===== config.mk =====
export PLATFORM = sky130hd
export DESIGN_NAME = battery_window_alarm_tone_flat
export DESIGN_NICKNAME = d
export VERILOG_FILES = /design/src/design/bwat_pkg.sv /design/src/design/bwat_ifs.sv /design/src/design/bwat_accum.sv /design/src/design/bwat_avg.sv /design/src/design/bwat_alarm.sv /design/src/design/battery_window_alarm_tone.sv /design/src/flat_wrapper.sv
export SDC_FILE = /design/constraint.sdc
export NUM_CORES = 1
export LEC_CHECK = 0
export ABC_AREA = 0
export BUFFER_PORTS_ARGS = -buffer_cell sky130_fd_sc_hd__buf_2
export CORE_MARGIN = 2
export CORE_UTILIZATION = 63
export CTS_BUF_LIST = sky130_fd_sc_hd__clkbuf_4
export CTS_CLUSTER_DIAMETER = 60
export DETAILED_ROUTE_END_ITERATION = 8
export PLACE_DENSITY = 0.81
export SETUP_SLACK_MARGIN = 0.05
export SLEW_MARGIN = 25
export SYNTH_ARGS = -nofsm -noshare
export SYNTH_HDL_FRONTEND = slang
export SYNTH_SLANG_ARGS = --single-unit

===== constraint.sdc =====
create_clock -name clk -period 4.3 [get_ports clk]
set_input_delay 0.215 -clock clk [delete_from_list [all_inputs] [get_ports clk]]
set_output_delay 0.215 -clock clk [all_outputs]
set_load 0.02 [all_outputs]

===== src/design/bwat_pkg.sv =====
// ----------------------------------------------------------------------------
// bwat_pkg
// shared types and constants of the battery window alarm with tone
// ----------------------------------------------------------------------------
`timescale 1ns / 1ps

package bwat_pkg;

  localparam int SAMPLE_W = 12;
  localparam int HYST_W   = 11;
  localparam int STEP_W   = 16;
  localparam int AUDIO_W  = 16;
  localparam int PHASE_W  = 8;
  localparam int CFG_IDX_W  = 3;
  localparam int CFG_DATA_W = 16;

  // register map of the configuration channel
  typedef enum logic [CFG_IDX_W-1:0] {
    REG_LOW_LIMIT  = 3'd0,
    REG_HIGH_LIMIT = 3'd1,
    REG_HYSTERESIS = 3'd2,
    REG_UNDER_STEP = 3'd3,
    REG_OVER_STEP  = 3'd4
  } cfg_index_t;

  // request and result kinds
  localparam logic REQ_SAMPLE = 1'b0;
  localparam logic REQ_TICK   = 1'b1;

  localparam logic [SAMPLE_W-1:0] LOW_LIMIT_RESET  = 12'd0;
  localparam logic [SAMPLE_W-1:0] HIGH_LIMIT_RESET = 12'd4095;
  localparam logic [HYST_W-1:0]   HYSTERESIS_RESET = 11'd80;
  localparam logic [STEP_W-1:0]   UNDER_STEP_RESET = 16'd3;
  localparam logic [STEP_W-1:0]   OVER_STEP_RESET  = 16'd20;

  localparam logic [PHASE_W-1:0] PHASE_STEP  = 8'd16;
  localparam logic [PHASE_W-1:0] RAMP_START  = 8'h40;
  localparam int                 AUDIO_SHIFT = 9;

  typedef struct packed {
    logic [SAMPLE_W-1:0] low_limit;
    logic [SAMPLE_W-1:0] high_limit;
    logic [HYST_W-1:0]   hysteresis;
    logic [STEP_W-1:0]   under_step;
    logic [STEP_W-1:0]   over_step;
  } cfg_regs_t;

  // item between the averaging stage and the alarm stage
  typedef struct packed {
    logic                kind;
    logic [SAMPLE_W-1:0] avg;
  } avg_item_t;

  typedef struct packed {
    logic                       kind;
    logic [SAMPLE_W-1:0]        average_code;
    logic                       alarm_on;
    logic                       below_low;
    logic signed [AUDIO_W-1:0]  audio_sample;
    logic                       tone_gate;
  } out_item_t;

endpackage


===== src/design/bwat_ifs.sv =====
// ----------------------------------------------------------------------------
// bwat interfaces
// request, result and configuration channels with valid/ready handshake
// ----------------------------------------------------------------------------
`timescale 1ns / 1ps

interface bwat_req_if
  import bwat_pkg::*;
  ();
  logic                valid;
  logic                ready;
  logic                req_type;
  logic [SAMPLE_W-1:0] sample;

  modport source (output valid, output req_type, output sample, input ready);
  modport sink   (input valid, input req_type, input sample, output ready);
endinterface

interface bwat_rsp_if
  import bwat_pkg::*;
  ();
  logic                      valid;
  logic                      ready;
  logic                      kind;
  logic [SAMPLE_W-1:0]       average_code;
  logic                      alarm_on;
  logic                      below_low;
  logic signed [AUDIO_W-1:0] audio_sample;
  logic                      tone_gate;

  modport source (output valid, output kind, output average_code, output alarm_on,
                  output below_low, output audio_sample, output tone_gate,
                  input ready);
  modport sink   (input valid, input kind, input average_code, input alarm_on,
                  input below_low, input audio_sample, input tone_gate,
                  output ready);
endinterface

interface bwat_cfg_if
  import bwat_pkg::*;
  ();
  logic                  valid;
  logic                  ready;
  logic [CFG_IDX_W-1:0]  index;
  logic [CFG_DATA_W-1:0] data;

  modport source (output valid, output index, output data, input ready);
  modport sink   (input valid, input index, input data, output ready);
endinterface


===== src/design/bwat_accum.sv =====
// ----------------------------------------------------------------------------
// bwat_accum
// block accumulator: sums samples and hands on full block sums and ticks
// ----------------------------------------------------------------------------
`timescale 1ns / 1ps

module bwat_accum
  import bwat_pkg::*;
#(
  parameter int BLOCK_LEN = 32,
  parameter int ADC_BITS  = 12
) (
  input  logic                                         clk,
  input  logic                                         rst,
  input  logic                                         in_valid,
  output logic                                         in_ready,
  input  logic                                         in_req_type,
  input  logic [SAMPLE_W-1:0]                          in_sample,
  output logic                                         s1_valid,
  input  logic                                         s1_ready,
  output logic                                         s1_kind,
  output logic [SAMPLE_W+$clog2(BLOCK_LEN)-1:0]        s1_sum
);

  localparam int CNT_W = $clog2(BLOCK_LEN);
  localparam int SUM_W = SAMPLE_W + CNT_W;
  localparam logic [CNT_W-1:0]    LAST        = CNT_W'(BLOCK_LEN - 1);
  localparam logic [SAMPLE_W-1:0] SAMPLE_MASK = SAMPLE_W'((1 << ADC_BITS) - 1);

  logic [SUM_W-1:0] sum;
  logic [CNT_W-1:0] count;
  logic [SUM_W-1:0] sum_next;
  logic             accept;
  logic             block_done;

  assign in_ready   = !s1_valid || s1_ready;
  assign accept     = in_valid && in_ready;
  assign sum_next   = sum + SUM_W'(in_sample & SAMPLE_MASK);
  assign block_done = (in_req_type == REQ_SAMPLE) && (count == LAST);

  always_ff @(posedge clk) begin
    if (rst) begin
      sum      <= '0;
      count    <= '0;
      s1_valid <= 1'b0;
    end else begin
      if (accept) begin
        if (in_req_type == REQ_SAMPLE) begin
          if (block_done) begin
            sum   <= '0;
            count <= '0;
          end else begin
            sum   <= sum_next;
            count <= count + 1'b1;
          end
        end
        // a sample short of a full block moves nothing downstream
        s1_valid <= (in_req_type == REQ_TICK) || block_done;
      end else if (s1_ready) begin
        s1_valid <= 1'b0;
      end
    end
  end

  always_ff @(posedge clk) begin
    if (accept) begin
      s1_kind <= in_req_type;
      s1_sum  <= sum_next;
    end
  end

`ifndef SYNTHESIS
  a_block_wrap: assert property (@(posedge clk) disable iff (rst)
    (accept && block_done) |=> (count == '0 && sum == '0))
    else $error("accumulator not cleared after a full block");
`endif

endmodule


===== src/design/bwat_avg.sv =====
// ----------------------------------------------------------------------------
// bwat_avg
// block average by reciprocal multiplication of the block sum
// ----------------------------------------------------------------------------
`timescale 1ns / 1ps

module bwat_avg
  import bwat_pkg::*;
#(
  parameter int BLOCK_LEN = 32
) (
  input  logic                                  clk,
  input  logic                                  rst,
  input  logic                                  s1_valid,
  output logic                                  s1_ready,
  input  logic                                  s1_kind,
  input  logic [SAMPLE_W+$clog2(BLOCK_LEN)-1:0] s1_sum,
  output logic                                  s2_valid,
  input  logic                                  s2_ready,
  output avg_item_t                             s2_item
);

  localparam int CNT_W = $clog2(BLOCK_LEN);
  localparam int SUM_W = SAMPLE_W + CNT_W;
  localparam int SHIFT = SUM_W + CNT_W;
  // ceil(2^SHIFT / BLOCK_LEN) gives the exact floor quotient for any SUM_W-bit sum
  localparam longint unsigned RECIP_FULL =
    ((64'd1 << SHIFT) + 64'(BLOCK_LEN) - 64'd1) / 64'(BLOCK_LEN);
  localparam logic [SUM_W:0] RECIP = (SUM_W+1)'(RECIP_FULL);

  logic [2*SUM_W:0] product;
  logic             move;

  assign product  = {{(SUM_W+1){1'b0}}, s1_sum} * {{SUM_W{1'b0}}, RECIP};
  assign s1_ready = !s2_valid || s2_ready;
  assign move     = s1_valid && s1_ready;

  always_ff @(posedge clk) begin
    if (rst) begin
      s2_valid <= 1'b0;
    end else if (s1_ready) begin
      s2_valid <= s1_valid;
    end
  end

  always_ff @(posedge clk) begin
    if (move) begin
      s2_item.kind <= s1_kind;
      s2_item.avg  <= (s1_kind == REQ_SAMPLE) ? product[SHIFT +: SAMPLE_W] : '0;
    end
  end

endmodule


===== src/design/bwat_alarm.sv =====
// ----------------------------------------------------------------------------
// bwat_alarm
// window alarm with hysteresis, tone generator and result register
// ----------------------------------------------------------------------------
`timescale 1ns / 1ps

module bwat_alarm
  import bwat_pkg::*;
(
  input  logic      clk,
  input  logic      rst,
  input  cfg_regs_t cfg_regs,
  input  logic      s2_valid,
  output logic      s2_ready,
  input  avg_item_t s2_item,
  output logic      out_valid,
  input  logic      out_ready,
  output out_item_t out_item
);

  logic               alarm_flag;
  logic [STEP_W-1:0]  gate_acc;
  logic [PHASE_W-1:0] phase_select;
  logic [PHASE_W-1:0] phase_ramp;
  logic [STEP_W-1:0]  active_step;

  logic               alarm_flag_next;
  logic [STEP_W-1:0]  gate_acc_next;
  logic [PHASE_W-1:0] phase_select_next;
  logic [PHASE_W-1:0] phase_ramp_next;
  logic [STEP_W-1:0]  active_step_next;
  out_item_t          out_item_next;

  logic                move;
  logic                is_below;
  logic                is_above;
  logic                in_narrow;
  logic [SAMPLE_W:0]   low_plus_hyst;
  logic [SAMPLE_W:0]   high_minus_hyst;
  logic [SAMPLE_W-1:0] ramp_bits;

  assign s2_ready = !out_valid || out_ready;
  assign move     = s2_valid && s2_ready;

  // window compares; a negative narrowed upper bound never clears
  assign low_plus_hyst   = {1'b0, cfg_regs.low_limit} + (SAMPLE_W+1)'(cfg_regs.hysteresis);
  assign high_minus_hyst = {1'b0, cfg_regs.high_limit} - (SAMPLE_W+1)'(cfg_regs.hysteresis);
  assign is_below  = s2_item.avg < cfg_regs.low_limit;
  assign is_above  = s2_item.avg > cfg_regs.high_limit;
  assign in_narrow = ({1'b0, s2_item.avg} > low_plus_hyst) && !high_minus_hyst[SAMPLE_W]
                     && (s2_item.avg < high_minus_hyst[SAMPLE_W-1:0]);

  always_comb begin
    alarm_flag_next   = alarm_flag;
    gate_acc_next     = gate_acc;
    phase_select_next = phase_select;
    phase_ramp_next   = phase_ramp;
    active_step_next  = active_step;
    ramp_bits         = '0;
    out_item_next     = '0;
    out_item_next.kind = s2_item.kind;

    if (s2_item.kind == REQ_SAMPLE) begin
      if (is_below || is_above) begin
        alarm_flag_next = 1'b1;
        if (!alarm_flag) begin
          // alarm onset: latch the tone and restart the phases
          active_step_next  = is_below ? cfg_regs.under_step : cfg_regs.over_step;
          gate_acc_next     = '0;
          phase_select_next = '0;
          phase_ramp_next   = RAMP_START;
        end
      end else if (in_narrow) begin
        alarm_flag_next = 1'b0;
      end
      out_item_next.average_code = s2_item.avg;
      out_item_next.below_low    = is_below;
      out_item_next.alarm_on     = alarm_flag_next;
    end else begin
      out_item_next.alarm_on = alarm_flag;
      if (alarm_flag) begin
        gate_acc_next     = gate_acc + active_step;
        phase_select_next = phase_select + PHASE_STEP;
        phase_ramp_next   = phase_ramp + PHASE_STEP;
        ramp_bits = {SAMPLE_W{1'b0}} | SAMPLE_W'(phase_ramp_next);
        out_item_next.tone_gate = gate_acc_next[STEP_W-1];
        if (gate_acc_next[STEP_W-1]) begin
          // ramp xor mask, shifted up: only the low ramp bits survive
          out_item_next.audio_sample =
            {ramp_bits[AUDIO_W-AUDIO_SHIFT-1:0] ^ {(AUDIO_W-AUDIO_SHIFT){~phase_select_next[PHASE_W-1]}},
             {AUDIO_SHIFT{1'b0}}};
        end
      end
    end
  end

  always_ff @(posedge clk) begin
    if (rst) begin
      alarm_flag   <= 1'b0;
      gate_acc     <= '0;
      phase_select <= '0;
      phase_ramp   <= RAMP_START;
      active_step  <= '0;
      out_valid    <= 1'b0;
    end else begin
      if (s2_ready) begin
        out_valid <= s2_valid;
      end
      if (move) begin
        alarm_flag   <= alarm_flag_next;
        gate_acc     <= gate_acc_next;
        phase_select <= phase_select_next;
        phase_ramp   <= phase_ramp_next;
        active_step  <= active_step_next;
      end
    end
  end

  always_ff @(posedge clk) begin
    if (move) begin
      out_item <= out_item_next;
    end
  end

`ifndef SYNTHESIS
  a_below_sets_alarm: assert property (@(posedge clk) disable iff (rst)
    (out_valid && out_item.kind == REQ_SAMPLE && out_item.below_low) |-> out_item.alarm_on)
    else $error("undervoltage result without alarm");

  a_quiet_when_off: assert property (@(posedge clk) disable iff (rst)
    (out_valid && !out_item.alarm_on) |-> (out_item.audio_sample == '0 && !out_item.tone_gate))
    else $error("tone output while alarm is off");

  a_onset_restart: assert property (@(posedge clk) disable iff (rst)
    $rose(alarm_flag) |-> (gate_acc == '0 && phase_select == '0 && phase_ramp == RAMP_START))
    else $error("tone phases not restarted at alarm onset");
`endif

endmodule


===== src/design/battery_window_alarm_tone.sv =====
// ----------------------------------------------------------------------------
// battery_window_alarm_tone
// averaged battery voltage window alarm with hysteresis and alarm tone
// ----------------------------------------------------------------------------
//
//  channel | dir | payload                                   | handshake
//  --------+-----+-------------------------------------------+-------------
//  req     | in  | req_type, sample                          | valid/ready
//  rsp     | out | kind, average_code, alarm_on, below_low,  | valid/ready
//          |     | audio_sample, tone_gate                   |
//  cfg     | in  | index, data                               | valid/ready
//
//  one request per cycle unless rsp stalls; after its transfer a result passes the
//  stages accumulate, reciprocal multiply, alarm/tone + result register
//  a sample that does not finish a block gives no result
//  rst is synchronous: limits and steps go to their defaults, state clears
//  a stalled rsp fills the three stages, then req.ready drops
//  cfg.ready is always high; writes are expected only while idle
//
`timescale 1ns / 1ps

module battery_window_alarm_tone
  import bwat_pkg::*;
#(
  parameter int BLOCK_LEN = 32,
  parameter int ADC_BITS  = 12
) (
  input  logic        clk,
  input  logic        rst,
  bwat_req_if.sink    req,
  bwat_rsp_if.source  rsp,
  bwat_cfg_if.sink    cfg
);

  localparam int SUM_W = SAMPLE_W + $clog2(BLOCK_LEN);

  cfg_regs_t        cfg_regs;
  logic             s1_valid;
  logic             s1_ready;
  logic             s1_kind;
  logic [SUM_W-1:0] s1_sum;
  logic             s2_valid;
  logic             s2_ready;
  avg_item_t        s2_item;
  out_item_t        out_item;

  // configuration registers; unknown indexes are dropped
  assign cfg.ready = 1'b1;

  always_ff @(posedge clk) begin
    if (rst) begin
      cfg_regs.low_limit  <= LOW_LIMIT_RESET;
      cfg_regs.high_limit <= HIGH_LIMIT_RESET;
      cfg_regs.hysteresis <= HYSTERESIS_RESET;
      cfg_regs.under_step <= UNDER_STEP_RESET;
      cfg_regs.over_step  <= OVER_STEP_RESET;
    end else if (cfg.valid) begin
      case (cfg.index)
        REG_LOW_LIMIT:  cfg_regs.low_limit  <= cfg.data[SAMPLE_W-1:0];
        REG_HIGH_LIMIT: cfg_regs.high_limit <= cfg.data[SAMPLE_W-1:0];
        REG_HYSTERESIS: cfg_regs.hysteresis <= cfg.data[HYST_W-1:0];
        REG_UNDER_STEP: cfg_regs.under_step <= cfg.data[STEP_W-1:0];
        REG_OVER_STEP:  cfg_regs.over_step  <= cfg.data[STEP_W-1:0];
        default: ;
      endcase
    end
  end

  // stage 1: block sums and tick pass-through
  bwat_accum #(
    .BLOCK_LEN (BLOCK_LEN),
    .ADC_BITS  (ADC_BITS)
  ) u_accum (
    .clk         (clk),
    .rst         (rst),
    .in_valid    (req.valid),
    .in_ready    (req.ready),
    .in_req_type (req.req_type),
    .in_sample   (req.sample),
    .s1_valid    (s1_valid),
    .s1_ready    (s1_ready),
    .s1_kind     (s1_kind),
    .s1_sum      (s1_sum)
  );

  // stage 2: average as sum times reciprocal of the block length
  bwat_avg #(
    .BLOCK_LEN (BLOCK_LEN)
  ) u_avg (
    .clk      (clk),
    .rst      (rst),
    .s1_valid (s1_valid),
    .s1_ready (s1_ready),
    .s1_kind  (s1_kind),
    .s1_sum   (s1_sum),
    .s2_valid (s2_valid),
    .s2_ready (s2_ready),
    .s2_item  (s2_item)
  );

  // stage 3: alarm window, tone state and the result register
  bwat_alarm u_alarm (
    .clk       (clk),
    .rst       (rst),
    .cfg_regs  (cfg_regs),
    .s2_valid  (s2_valid),
    .s2_ready  (s2_ready),
    .s2_item   (s2_item),
    .out_valid (rsp.valid),
    .out_ready (rsp.ready),
    .out_item  (out_item)
  );

  assign rsp.kind         = out_item.kind;
  assign rsp.average_code = out_item.average_code;
  assign rsp.alarm_on     = out_item.alarm_on;
  assign rsp.below_low    = out_item.below_low;
  assign rsp.audio_sample = out_item.audio_sample;
  assign rsp.tone_gate    = out_item.tone_gate;

endmodule


===== src/flat_wrapper.sv =====
// flat-port wrapper written by rule: the top's interface ports become plain ports
module battery_window_alarm_tone_flat import bwat_pkg::*;
#(
  parameter int BLOCK_LEN = 32,
  parameter int ADC_BITS  = 12
)
  (clk, rst, req_valid, req_req_type, req_sample, req_ready, rsp_valid, rsp_kind, rsp_average_code, rsp_alarm_on, rsp_below_low, rsp_audio_sample, rsp_tone_gate, rsp_ready, cfg_valid, cfg_index, cfg_data, cfg_ready);
  bwat_req_if req_i ();
  bwat_rsp_if rsp_i ();
  bwat_cfg_if cfg_i ();
  input  logic clk;
  input  logic rst;
  input wire logic [$bits(req_i.valid)-1:0] req_valid;
  input wire logic [$bits(req_i.req_type)-1:0] req_req_type;
  input wire logic [$bits(req_i.sample)-1:0] req_sample;
  output wire logic [$bits(req_i.ready)-1:0] req_ready;
  output wire logic [$bits(rsp_i.valid)-1:0] rsp_valid;
  output wire logic [$bits(rsp_i.kind)-1:0] rsp_kind;
  output wire logic [$bits(rsp_i.average_code)-1:0] rsp_average_code;
  output wire logic [$bits(rsp_i.alarm_on)-1:0] rsp_alarm_on;
  output wire logic [$bits(rsp_i.below_low)-1:0] rsp_below_low;
  output wire logic [$bits(rsp_i.audio_sample)-1:0] rsp_audio_sample;
  output wire logic [$bits(rsp_i.tone_gate)-1:0] rsp_tone_gate;
  input wire logic [$bits(rsp_i.ready)-1:0] rsp_ready;
  input wire logic [$bits(cfg_i.valid)-1:0] cfg_valid;
  input wire logic [$bits(cfg_i.index)-1:0] cfg_index;
  input wire logic [$bits(cfg_i.data)-1:0] cfg_data;
  output wire logic [$bits(cfg_i.ready)-1:0] cfg_ready;
  assign req_i.valid = req_valid;
  assign req_i.req_type = req_req_type;
  assign req_i.sample = req_sample;
  assign req_ready = req_i.ready;
  assign rsp_valid = rsp_i.valid;
  assign rsp_kind = rsp_i.kind;
  assign rsp_average_code = rsp_i.average_code;
  assign rsp_alarm_on = rsp_i.alarm_on;
  assign rsp_below_low = rsp_i.below_low;
  assign rsp_audio_sample = rsp_i.audio_sample;
  assign rsp_tone_gate = rsp_i.tone_gate;
  assign rsp_i.ready = rsp_ready;
  assign cfg_i.valid = cfg_valid;
  assign cfg_i.index = cfg_index;
  assign cfg_i.data = cfg_data;
  assign cfg_ready = cfg_i.ready;
  battery_window_alarm_tone #(.BLOCK_LEN(BLOCK_LEN), .ADC_BITS(ADC_BITS)) u_core (.clk(clk), .rst(rst), .req(req_i), .rsp(rsp_i), .cfg(cfg_i));
endmodule

==> flow_summary.ini, run 1 <==
[outcome]
outcome = finished, final reports clean

[die]
fp.dieH_um = 132
die_width_um = 132
ioPinCount = 72
core_mm2 = 0.0159
dieArea_mm2 = 0.0175
row_count = 46
initial_core_util_pct = 64.8

[synth]
yosys_warnings = 0
synth_top_family_by_area = compound AO/OA/AOI/OAI gates
ys_async_sr_fraction_pct = 0
syn-instance-count = 1188
ys_types = 66
synth_seq_cells = 178
ys.flop_type = dfxtp_1
yosys.area_share.simple_pct = 17.8
syn_area_mm2 = 0.0103
synth_compound_area_share_pct = 19.4
synth-xor-area-share_pct = 4.32
synth_adder_area_share_pct = 12.8
synthMuxAreaShare_pct = 1.65
synth_edf_count = 46
avgSynthCellArea_um2 = 8.70
synth_seq_area_share_pct = 38.9

[critical_path]
arrival_ps = 4470
cp-start-kind = flop
crit_path_max_incr_delay_ps = 400
crit_type = flop to flop
worstSetupEndpointType = flop
crit_fanout = 3
slowest_stage = fa_1
critPathRequiredTime_ps = 4790
crit_chain = ha_1 > inv_1 > fa_1 > nor2b_1 > o21ai_0 > a21boi_1 > o211ai_1 > a21boi_2 > o21ai_0 > nor4b_1 > a311oi_1 > ha_1 > nand3_1 > or4_1 > o2111ai_1 > a221oi_2 > o311ai_1 > a311o_1
r2r_slack_ps = 320

[cts]
clockBufferDepth = 2
htreeDepth = 4
cts_tree = built
cts_made_buffers = 17
cts.reportedPaths.clkPinSlew_ps = 150
cts_root_buffer = clkbuf_4
clkLatencyLatePin_ps = 600
post_cts_buffers = 0
clock_sinks = 178

[sta]
period_share_pct = 92.5
min_period_ps = 3980
rsz0062_at_grt = false
hold_viol = 0
setup-tns-final_ps = 0
worstMarginPinSlew_ps = 954
fmax_ghz = 0.251
relSlewSlack_pct = 36.2
fin_skew_ps = 16.1
slew_violations = 0
setup_viol = 0

[route]
drt_iter0_drc = 776
vias = 8725
first_pass_iters = 5
finalWirelength_um = 23800
drc_errors = 0
routed_via_density = 5.93
wire_per_inst_um = 16.2
drtAntennaViolNets = 0

[global_route]
grtUsageTotal_pct = 27.4
grt_overflow_total = 0
grt_pass1_vias = 7987
grt_pass1_wl_um = 38800
antenna_found_initial = 0
grt_max_degree = 82

[pwr]
power.density_mw_per_mm2 = 290
p_leak_nw = 4.85
peakVddDrop_mv = 0.224

[placed_design]
hpwl_um = 16600
place_congestion = 0.897
dp.cells = 1418
portBuffers = 61

[final_layout]
num_antenna_cells = 0
drive_gt1_share_pct = 9.55
fillers = 1279
syn_to_final_growth_pct = 9.20
nets = 1383
mostFrequentLayoutCell = nand2_1
layout.cells.most_common_list = nand2_1 (191), dfxtp_1 (132), a21oi_1 (116)
stdcell_count = 1472

[job]
cap_violations = 0

[hold_path]
hold_path.class = primary input to flop
## state kept, by name, summed over array words and instances, names as in the netlist, 3 cells and up
signal	cells
u_core.u_alarm.phase_select	4
u_core.u_accum.count	5
u_core.cfg_regs	67
u_core.u_accum.s1_sum	12
u_core.u_alarm.gate_acc	16
u_core.u_alarm.out_item	20
u_core.u_avg.s2_item	13
u_core.u_alarm.active_step	16
u_core.u_alarm.phase_ramp	3
u_core.u_accum.sum	17
## power breakdown
part / internal, W / switching (W)
sequential: 0.00177 / 0.0000330
combinational: 0.000157 / 0.000239
clock: 0.000476 / 0.000608
total: 0.00240 / 0.000881
## stage by stage
| stage | area [um2] | power (W) | util [%] | setup slack (ps) | hold slack, ps |
|---|---|---|---|---|---|
| 3_3_place_gp | 10700 | 0.00219 | 67.3 | 276 | 444 |
| 2_1_floorplan | 10400 | 0.00210 | - | 725 | 314 |
| 4_1_cts | 11300 | 0.00329 | 70.8 | 59.4 | 23.4 |
| 6_report | 11300 | 0.00328 | 70.8 | 322 | 66.7 |
| 3_5_place_dp | 10700 | 0.00221 | 67.3 | 78.6 | 449 |
| 5_1_grt | 11300 | 0.00342 | 70.8 | 30.8 | 91.0 |
## kinds of logic (layout without fill, tap and decap cells)
group	count (synthesis)	after routing
fa+ha+maj	103	103
flops	178	178
other cells	2	10
simple gates	404	404
xor+xnor	51	51
compound gates	310	310
mux	17	17
buf+inv	123	183
## critical path, delay by kind of cell, from the launching register on
kind | cells | cell delay (ps)
fa+ha+maj | 3 | 880
simple gates | 4 | 530
flops | 1 | 390
buf+inv | 1 | 60
compound gates | 10 | 2020
## cell usage after synthesis, drive strengths merged (3+ instances only)
cell type | count | share of area (%)
nor2b | 33 | 2.0
fa | 4 | 0.77
or3 | 9 | 0.54
o32ai | 3 | 0.25
mux2i | 17 | 1.6
xnor2 | 31 | 2.6
ha | 99 | 12
dfxtp | 132 | 26
a22oi | 11 | 0.80
a2111oi | 5 | 0.61
and3 | 6 | 0.36
inv | 54 | 2.0
o21ai | 62 | 3.1
or4 | 3 | 0.22
or2 | 8 | 0.48
a21o | 23 | 1.7
clkbuf | 51 | 1.9
nand4 | 5 | 0.30
a32o | 3 | 0.29
o211ai | 23 | 1.7
buf | 17 | 1.2
a21oi | 116 | 5.6
nor2 | 49 | 1.8
o21a | 8 | 0.65
a211oi | 4 | 0.29
a21boi | 4 | 0.29
o211a | 15 | 1.5
o311ai | 3 | 0.25
nand3 | 65 | 3.1
nand2 | 191 | 6.9
nand2b | 8 | 0.48
xor2 | 20 | 1.7
o21bai | 3 | 0.22
nor3 | 18 | 0.87
a31oi | 6 | 0.36
edfxtp | 46 | 13
## what timing repair did
| action | in CTS | in global routing |
|---|---|---|
| hold endpoints to repair | 79 | 0 |
| resized for setup | 1 | 4 |
| hold buffers | 22 | 0 |
| endpoints found under the setup margin | 2 | 2 |
## layout make-up
type                    instances  area (um2)  area share, %
well taps                     216         270           2.39
flip-flops and latches        178        4020           35.6
inverters                      55         206           1.83
clock inverters                14         199           1.76
clock buffers                  18         135           1.20
multi-input cells             895        5830           51.7
repair buffers                 96         623           5.52
## worst paths after layout
path                        from                   endpoint  cells after the start
max          u_core.cfg_regs[55]  u_core.u_alarm.alarm_flag                     18
min                req_sample[1]      u_core.u_accum.sum[1]                      4
max reg2reg  u_core.cfg_regs[55]  u_core.u_alarm.alarm_flag                     18
min reg2reg  u_core.cfg_regs[20]        u_core.cfg_regs[20]                      2
## per-layer routing
layer  GRT usage, %  share of wire (%)  wire (um)  up-vias
met3           4.38                6.9       1650       37
met2           44.3                 46      10900      308
met1           37.9                 45      10800     4063
met4           8.45                1.8        430        0
met5              0                  0          0        -
li1               -                  -          -     4317
No activity file was read; power rests on OpenSTA's default activity.
==> inputs of run 2 (changes only) <==
--- a/config.mk
+++ b/config.mk
@@ -8,11 +8,11 @@
 export ABC_AREA = 0
 export BUFFER_PORTS_ARGS = -buffer_cell sky130_fd_sc_hd__buf_2
 export CORE_MARGIN = 2
-export CORE_UTILIZATION = 63
+export CORE_UTILIZATION = 65
 export CTS_BUF_LIST = sky130_fd_sc_hd__clkbuf_4
 export CTS_CLUSTER_DIAMETER = 60
 export DETAILED_ROUTE_END_ITERATION = 8
-export PLACE_DENSITY = 0.81
+export PLACE_DENSITY = 0.83
 export SETUP_SLACK_MARGIN = 0.05
 export SLEW_MARGIN = 25
 export SYNTH_ARGS = -nofsm -noshare
==> constraint.sdc (replaced) <==
create_clock -name clk -period 5.16 [get_ports clk]
set_input_delay 0.258 -clock clk [delete_from_list [all_inputs] [get_ports clk]]
set_output_delay 0.258 -clock clk [all_outputs]
set_load 0.02 [all_outputs]
==> flow_summary.ini, run 2 (same netlist as run 1, synthesis figures left out) <==
[final_layout]
layout.cells.most_common_list = nand2_1 (191), dfxtp_1 (132), a21oi_1 (116)
seq_area_mm2 = 0.00402
mostFrequentLayoutCell = nand2_1
top_register = u_core.cfg_regs
syn_to_final_growth_pct = 7.88
nets = 1376
fillers = 1241
drive_gt1_share_pct = 9.21
largest_reg_flops = 67
multi_input_area_mm2 = 0.00582
top_regs = u_core.cfg_regs x67, u_core.u_alarm.out_item x20, u_core.u_accum.sum x17

[critical_path]
crit_family = compound AO/OA/AOI/OAI gates
crit_buf_inv = 1
slowest_stage = fa_1
crit_chain = ha_1 > inv_1 > fa_1 > nor2b_1 > o21ai_0 > a21boi_0 > o211ai_1 > a21boi_0 > o21ai_0 > nor4b_1 > a311oi_1 > ha_1 > nand3_1 > or4_1 > o2111ai_1 > a221oi_1 > o311ai_0 > a311o_1
critPathRequiredTime_ps = 5660
worstSetupEndpointType = flop
cp-start-kind = flop
crit_type = flop to flop
crit_fanout = 3
arrival_ps = 4620
crit_path_max_incr_delay_ps = 400

[global_route]
grt_max_degree = 85
grt_overflow_total = 0
antenna_found_initial = 2
grt_pass1_wl_um = 39300
grt_pass1_vias = 8142
grtUsageTotal_pct = 29.5

[die]
ioPinCount = 72
fp.dieH_um = 130
core_mm2 = 0.0157
initial_core_util_pct = 65.8
die_width_um = 130
row_count = 46
dieArea_mm2 = 0.0169

[route]
routed_via_density = 6.01
drt_iter0_drc = 616
drtAntennaViolNets = 0
first_pass_iters = 5
drc_errors = 0
finalWirelength_um = 23900
vias = 8812
wire_per_inst_um = 16.3

[cts]
post_cts_resize_count = 0
clock_sinks = 178
cts.reportedPaths.clkPinSlew_ps = 150
clockBufferDepth = 2
cts_tree = built
post_cts_buffers = 0
htreeDepth = 4
cts_made_buffers = 17
cts_root_buffer = clkbuf_4
clkLatencyLatePin_ps = 600

[pwr]
p_sw_w = 0.000769
p_int_w = 0.00181
netSwitchingFraction_pct = 29.8
power_frac_seq_pct = 58.0
clockPowerShare_pct = 29.3
combPwrFrac_pct = 12.7
p_leak_nw = 4.78
peakVddDrop_mv = 0.192
power.density_mw_per_mm2 = 232

[sta]
hold_ws_ps = 35.7
relSlewSlack_pct = 34.5
setup-tns-final_ps = 0
min_period_ps = 4120
slew_violations = 0
fin_skew_ps = 21.1
fmax_ghz = 0.243
rsz0062_at_grt = false
setup_viol = 0
worstMarginPinSlew_ps = 978
period_share_pct = 79.9
hold_viol = 0

[job]
cap_violations = 0

[placed_design]
hpwl_um = 17100
portBuffers = 61
place_congestion = 0.904

[outcome]
outcome = finished, final reports clean

[hold_path]
hold_path.class = primary input to flop
[run 2: changes by cell type in the layout (fill, tap and decap cells not counted), sizes merged, moves of 2 or more]
cell / previous run / this run
buf: 74 / 69
bufinv: 4 / 0
clkinv: 6 / 4
dlygate4sd3: 22 / 20
inv: 58 / 65
[run 2: path summary, 6_finish.rpt]
path	start	to	slack [ps]	depth (start not counted)
worst min-delay path	req_sample[0]	u_core.u_accum.sum[0]	40	4
worst min register to register	u_core.cfg_regs[28]	u_core.cfg_regs[28]	470	2
worst max-delay path	u_core.cfg_regs[32]	u_core.u_alarm.alarm_flag	1040	18
worst max register to register	u_core.cfg_regs[32]	u_core.u_alarm.alarm_flag	1040	18
[run 2: repair_timing]
item	4_1_cts	5_1_grt
setup endpoints to repair	0	0
hold buffers	20	0
hold endpoints to repair	71	0
[run 2: tightest hold or removal path, cell delays in order]
cell     delay (ps)
buf_2            80
ha_1            120
a22oi_1          60
nor2_1           80
[run 2: through the flow]
stage / setup WS [ps] / std cells / instance area, um2 / util, % / total power (W)
2_1_floorplan: 1580 / 1196 / 10400 / - / 0.00175
3_3_place_gp: 1160 / 1413 / 10700 / 68.0 / 0.00183
3_5_place_dp: 1050 / 1413 / 10700 / 68.0 / 0.00184
4_1_cts: 1010 / 1465 / 11200 / 71.0 / 0.00259
5_1_grt: 748 / 1466 / 11200 / 71.0 / 0.00270
6_report: 1040 / 1466 / 11200 / 71.0 / 0.00258
[run 2: power groups by stage]
stage          sequential (W)  clock, W  combinational, W
4_1_cts               0.00150  0.000770          0.000324
5_1_grt               0.00150  0.000827          0.000366
3_3_place_gp          0.00153         0          0.000300
6_report              0.00150  0.000757          0.000327
3_5_place_dp          0.00153         0          0.000311
2_1_floorplan         0.00152         0          0.000233
[run 2: area by class of cell]
class                           count  area share, %
Multi-Input combinational cell    895           52.2
Sequential cell                   178           36.1
Timing Repair Buffer               89           5.07
Tap cell                          216           2.42
Inverter                           55           1.85
Clock inverter                     15           1.21
Clock buffer                       17           1.14
Antenna cell                        1         0.0224
[run 2: routing by layer]
metal / track usage [%] / vias up / part of all wire (%)
met2: 47.2 / 314 / 47
li1: - / 4295 / -
met4: 12.5 / 0 / 3.0
met3: 5.04 / 61 / 6.9
met1: 39.7 / 4142 / 44
met5: 0 / - / 0
